$ cat src/hdl/amp2d_pkg.sv
// Adaptive 2-D max pool: shared constants, item and control types, helpers.
// No dependencies; every other file imports this package.
package amp2d_pkg;

  localparam int MAX_IN_H    = 64;
  localparam int MAX_IN_W    = 64;
  localparam int MAX_OUT_DIM = 64;
  localparam int SAMPLE_BITS = 16;

  localparam int MAX_IN_DIM  = (MAX_IN_H > MAX_IN_W) ? MAX_IN_H : MAX_IN_W;
  localparam int STORE_DEPTH = MAX_IN_H * MAX_IN_W;
  localparam int ADDR_W      = $clog2(STORE_DEPTH);

  localparam int CFG_W     = 7;
  localparam int CFG_IDX_W = 2;
  localparam int VAL_W     = 16;
  localparam int POS_W     = 12;
  localparam int CELL_W    = 6;

  // bound numerators reach out*in + out - 1
  localparam int NUM_W      = $clog2(MAX_OUT_DIM * MAX_IN_DIM + MAX_OUT_DIM);
  localparam int STEP_CNT_W = $clog2(NUM_W);
  localparam int N_LANES    = 4;

  localparam logic [CFG_IDX_W-1:0] REG_IN_H  = 2'd0;
  localparam logic [CFG_IDX_W-1:0] REG_IN_W  = 2'd1;
  localparam logic [CFG_IDX_W-1:0] REG_OUT_H = 2'd2;
  localparam logic [CFG_IDX_W-1:0] REG_OUT_W = 2'd3;

  localparam int LANE_H0 = 0;
  localparam int LANE_H1 = 1;
  localparam int LANE_W0 = 2;
  localparam int LANE_W1 = 3;

  typedef enum logic {
    KIND_STORE = 1'b0,
    KIND_QUERY = 1'b1
  } kind_e;

  typedef struct packed {
    kind_e                    kind;
    logic signed [VAL_W-1:0]  sample;
    logic [POS_W-1:0]         sample_pos;
    logic [CELL_W-1:0]        cell_row;
    logic [CELL_W-1:0]        cell_col;
  } amp2d_in_t;

  typedef struct packed {
    logic signed [VAL_W-1:0] max_value;
    logic [POS_W-1:0]        max_pos;
  } amp2d_out_t;

  typedef struct packed {
    logic latch_query;
    logic store;
    logic div_load;
    logic div_step;
    logic base_load;
    logic walk;
    logic out_load;
  } amp2d_cmd_t;

  typedef struct packed {
    logic in_grid;
    logic walk_last;
    logic out_free;
  } amp2d_status_t;

  function automatic logic [CFG_W-1:0] clamp_dim(input logic [CFG_W-1:0] v,
                                                 input logic [CFG_W-1:0] hi);
    logic [CFG_W-1:0] r;
    r = v;
    if (v == '0) r = CFG_W'(1);
    else if (v > hi) r = hi;
    return r;
  endfunction

endpackage

$ cat src/hdl/amp2d_ctrl.sv
// Adaptive 2-D max pool: sequencing state machine.
// Depends on amp2d_pkg; drives commands into amp2d_dp.
module amp2d_ctrl (
  input  logic                    clk_i,
  input  logic                    rst_ni,
  input  logic                    in_valid_i,
  input  amp2d_pkg::kind_e        in_kind_i,
  input  amp2d_pkg::amp2d_status_t status_i,
  output amp2d_pkg::amp2d_cmd_t   cmd_o,
  output logic                    busy_o
);
  import amp2d_pkg::*;

  localparam logic [2:0] S_IDLE  = 3'd0;
  localparam logic [2:0] S_LOAD  = 3'd1;
  localparam logic [2:0] S_DIV   = 3'd2;
  localparam logic [2:0] S_BASE  = 3'd3;
  localparam logic [2:0] S_WALK  = 3'd4;
  localparam logic [2:0] S_DRAIN = 3'd5;
  localparam logic [2:0] S_FIN   = 3'd6;

  logic [2:0]            state_q, state_d;
  logic [STEP_CNT_W-1:0] cnt_q, cnt_d;

  always_comb begin
    state_d = state_q;
    cnt_d   = cnt_q;
    cmd_o   = '0;
    unique case (state_q)
      S_IDLE: begin
        if (in_valid_i) begin
          if (in_kind_i == KIND_STORE) begin
            cmd_o.store = 1'b1;
          end else if (status_i.in_grid) begin
            cmd_o.latch_query = 1'b1;
            state_d = S_LOAD;
          end
        end
      end
      S_LOAD: begin
        cmd_o.div_load = 1'b1;
        cnt_d   = '0;
        state_d = S_DIV;
      end
      S_DIV: begin
        cmd_o.div_step = 1'b1;
        cnt_d = cnt_q + STEP_CNT_W'(1);
        if (cnt_q == STEP_CNT_W'(NUM_W - 1)) state_d = S_BASE;
      end
      S_BASE: begin
        cmd_o.base_load = 1'b1;
        state_d = S_WALK;
      end
      S_WALK: begin
        cmd_o.walk = 1'b1;
        if (status_i.walk_last) state_d = S_DRAIN;
      end
      S_DRAIN: begin
        state_d = S_FIN;
      end
      S_FIN: begin
        if (status_i.out_free) begin
          cmd_o.out_load = 1'b1;
          state_d = S_IDLE;
        end
      end
      default: begin
        state_d = S_IDLE;
      end
    endcase
  end

  always_ff @(posedge clk_i or negedge rst_ni) begin
    if (!rst_ni) begin
      state_q <= S_IDLE;
      cnt_q   <= '0;
    end else begin
      state_q <= state_d;
      cnt_q   <= cnt_d;
    end
  end

  assign busy_o = (state_q != S_IDLE);

endmodule

$ cat config.mk
export PLATFORM = sky130hd
export DESIGN_NAME = amp2d_ctrl
export DESIGN_NICKNAME = d
export VERILOG_FILES = /design/src/hdl/amp2d_pkg.sv /design/src/hdl/amp2d_ctrl.sv
export SDC_FILE = /design/constraint.sdc
export NUM_CORES = 1
export LEC_CHECK = 0
export ABC_CLOCK_PERIOD_IN_PS = 1500
export BUFFER_PORTS_ARGS = -buffer_cell sky130_fd_sc_hd__buf_2
export CORE_AREA = 3 3 40 42
export DETAILED_ROUTE_END_ITERATION = 7
export DIE_AREA = 0 0 43 45
export SLEW_MARGIN = 20
export SYNTH_ARGS = -nofsm -noshare
export SYNTH_HDL_FRONTEND = slang
export SYNTH_SLANG_ARGS = --single-unit
$ cat constraint.sdc
create_clock -name clk_i -period 1.5 [get_ports clk_i]
set_input_delay 0.075 -clock clk_i [delete_from_list [all_inputs] [get_ports clk_i]]
set_output_delay 0.075 -clock clk_i [all_outputs]
set_load 0.005 [all_outputs]
==> results.ini <==
[synthesis]
synth.largest_area_cell = dfrtp_1
synth_fp_nets = 49
synthTopCellsByArea = dfrtp_1 (42%), nor3b_1 (7.2%), ha_1 (6.0%), nor3b_4 (4.5%), inv_1 (3.6%)
synth_xor_area_share_pct = 2.09
yosysTopAreaCellShare_pct = 41.8
synthSimpleGateAreaFrac_pct = 26.9
yosys_warnings = 0
synth.distinct_cells = 23
synth_top_family_by_area = simple AND/OR/NAND/NOR gates
syn_area_um2 = 419
yosys.area_share.adder_pct = 5.97
seq_area_frac_synth_pct = 41.8
ys_seq_elements = 7
synthCells = 40
avgSynthCellArea_um2 = 10.5
synth_compound_area_share_pct = 13.4
muxShareOfSynthArea_pct = 5.07

[critical_path]
cp.arrival_ps = 1290
timing.rr.start = state_q[0]
critPathRequiredTime_ps = 1420
cp-end-kind = primary output
crit_path_start_kind = flip-flop
critPathMaxFanout = 7
critPathLaunch = state_q[1]
critical_path_class = flip-flop to primary output

[floorplanning]
start_util_pct = 32.6
dieHeight_um = 45
die_area_um2 = 1940
rows = 13
io_pins = 15
die_x_um = 43
core_area_um2 = 1280

[layout]
nets = 71
seqCellArea_um2 = 176
layout-drive-gt1-share_pct = 45.9
multi_input_area_um2 = 235
final_cell_mix = buf_2 (14), dfrtp_1 (6), inv_1 (4), nor3b_1 (4)
final_util_pct = 44.7
antenna_cells = 0
areaGrowthSynthToFinish_pct = 37.0
mostFrequentLayoutCell = buf_2
n_fill_cell = 136

[drt]
ant_nets = 0
vias_per_cell = 4.71
vias = 358
wirelength_um = 862
first_pass_iters = 3
wl_per_cell_um = 11.3
drc = 0
initialDrtViolationCount = 1

[global_routing]
grt_pass1_vias = 340
grt-ovfl-total = 0
grt_max_degree = 10
use_met3_pct = 2.39
grt_first_pass_wirelength_um = 1410
top_usage_layer = met2
antenna_found_initial = 0
met1_usage_pct = 12.1
met2_usage_pct = 16.5
grt_util_all_layers_pct = 9.99

[clock_network]
clock_path_buffers = 2
cts_made_buffers = 3
cts_tree = done
cts-htree-levels = 1
clock_latency_ps = 240
root_buffer = clkbuf_4
clock-sinks = 7
cts.clk_slew.worst_paths_ps = 50

[placement]
dpl.hpwl_um = 643
placement.io_buffers = 14
routabilityCongestion = 0.733

[pwr]
powerDensity_nw_per_um2 = 1960
internal_power_mw = 0.703
swShare_pct = 37.6
vdd_drop_max_mv = 0.732
pwr-share-comb_pct = 49.5
power_mw = 1.13
power_frac_seq_pct = 35.4
clkPwrFrac_pct = 15.0
p_sw_mw = 0.425
leakage_nw = 0.302

[timing]
period_share_pct = 90.9
worst_pin_slew_ps = 292
rsz0062_at_grt = no
max_slew_margin_pct = 80.5
max_freq_ghz = 0.733
period_needed_ps = 1360
report.final.setup_viol = 0
final_max_slew_viol_count = 0
hold_viol = 0
skew_ps = 1.50
setup_tns_ps = 0

[status]
status = finished clean

[worst_hold_path]
hp-class = input pin to flip-flop
hp-start = status_i[1]

[flow_run]
cap_violations = 0

==> routing by layer <==
| metal | part of all wire (%) | up-vias |
|---|---|---|
| met1 | 45 | 165 |
| li1 | - | 184 |
| met2 | 48 | 9 |
| met4 | 0 | 0 |
| met3 | 6.3 | 0 |
| met5 | 0 | - |
==> critical path, cell delays in order (launching register included) <==
cell	delay, ps
dfrtp_1	400
buf_4	170
nor3_4	130
and4_1	220
buf_2	120
==> final timing paths <==
check | endpoint | slack, ps | depth (start not counted)
min reg2reg | cnt_q[2] | 550 | 1
min in group asynchronous | cnt_q[2] | 190 | 2
max in group asynchronous | state_q[2] | 1140 | 2
min | state_q[0] | 70 | 2
max reg2reg | cnt_q[0] | 190 | 3
max | cmd_o[6] | 140 | 4
==> cell type report <==
type	count	area share [%]
flip-flops and latches	7	30.7
multi-input cells	28	41.0
clock buffers	4	4.58
inverters	4	2.61
well taps	15	3.27
repair buffers	18	17.9
==> power by group through the flow <==
stage                     Combinational (mW)  Sequential (mW)  Clock [mW]
after floorplan                        0.371            0.351           0
after global placement                 0.492            0.387           0
after detailed placement               0.491            0.390           0
after CTS                              0.513            0.390       0.176
after global routing                   0.638            0.419       0.191
final                                  0.559            0.400       0.169
==> flip-flops by register name, summed over array words and instances, names as in the netlist <==
name and count:
cnt_q 4, state_q 3
==> logic make-up after synthesis <==
group | count (synthesis)
multiplexers | 2
XOR/XNOR | 1
buffers and inverters | 5
adder cells (fa/ha/maj) | 2
AO/OA/AOI/OAI | 7
flip-flops | 7
AND/OR/NAND/NOR | 16
==> through the flow <==
stage / worst slack (ps) / instances / instance area (um^2) / hold slack (ps)
finish: 136 / 76 / 574 / 71.9
global route: 12.0 / 76 / 574 / 74.2
CTS: 9.85 / 74 / 552 / 66.4
detailed placement: 140 / 69 / 510 / -79.2
global placement: 184 / 69 / 510 / -83.8
floorplan: 191 / 40 / 419 / -221
==> synth_stat cells, drive strengths merged <==
library cell,number
and4,1
mux2i,1
mux2,1
nor3,1
nor2,2
clkbuf,1
and3,1
a22o,2
dfrtp,7
nor3b,6
nand3,2
a21o,2
ha,2
nand2,2
o21ai,2
xnor2,1
nor2b,1
a221o,1
inv,4
==> repair_timing <==
action	CTS	global route
pin swaps	0	3
endpoints found under the hold margin	7	0
buffers inserted	0	2
gates resized for setup	1	2
hold buffers	1	0
setup endpoints to repair	1	3
Note: power is estimated with default switching activity, not from simulation.
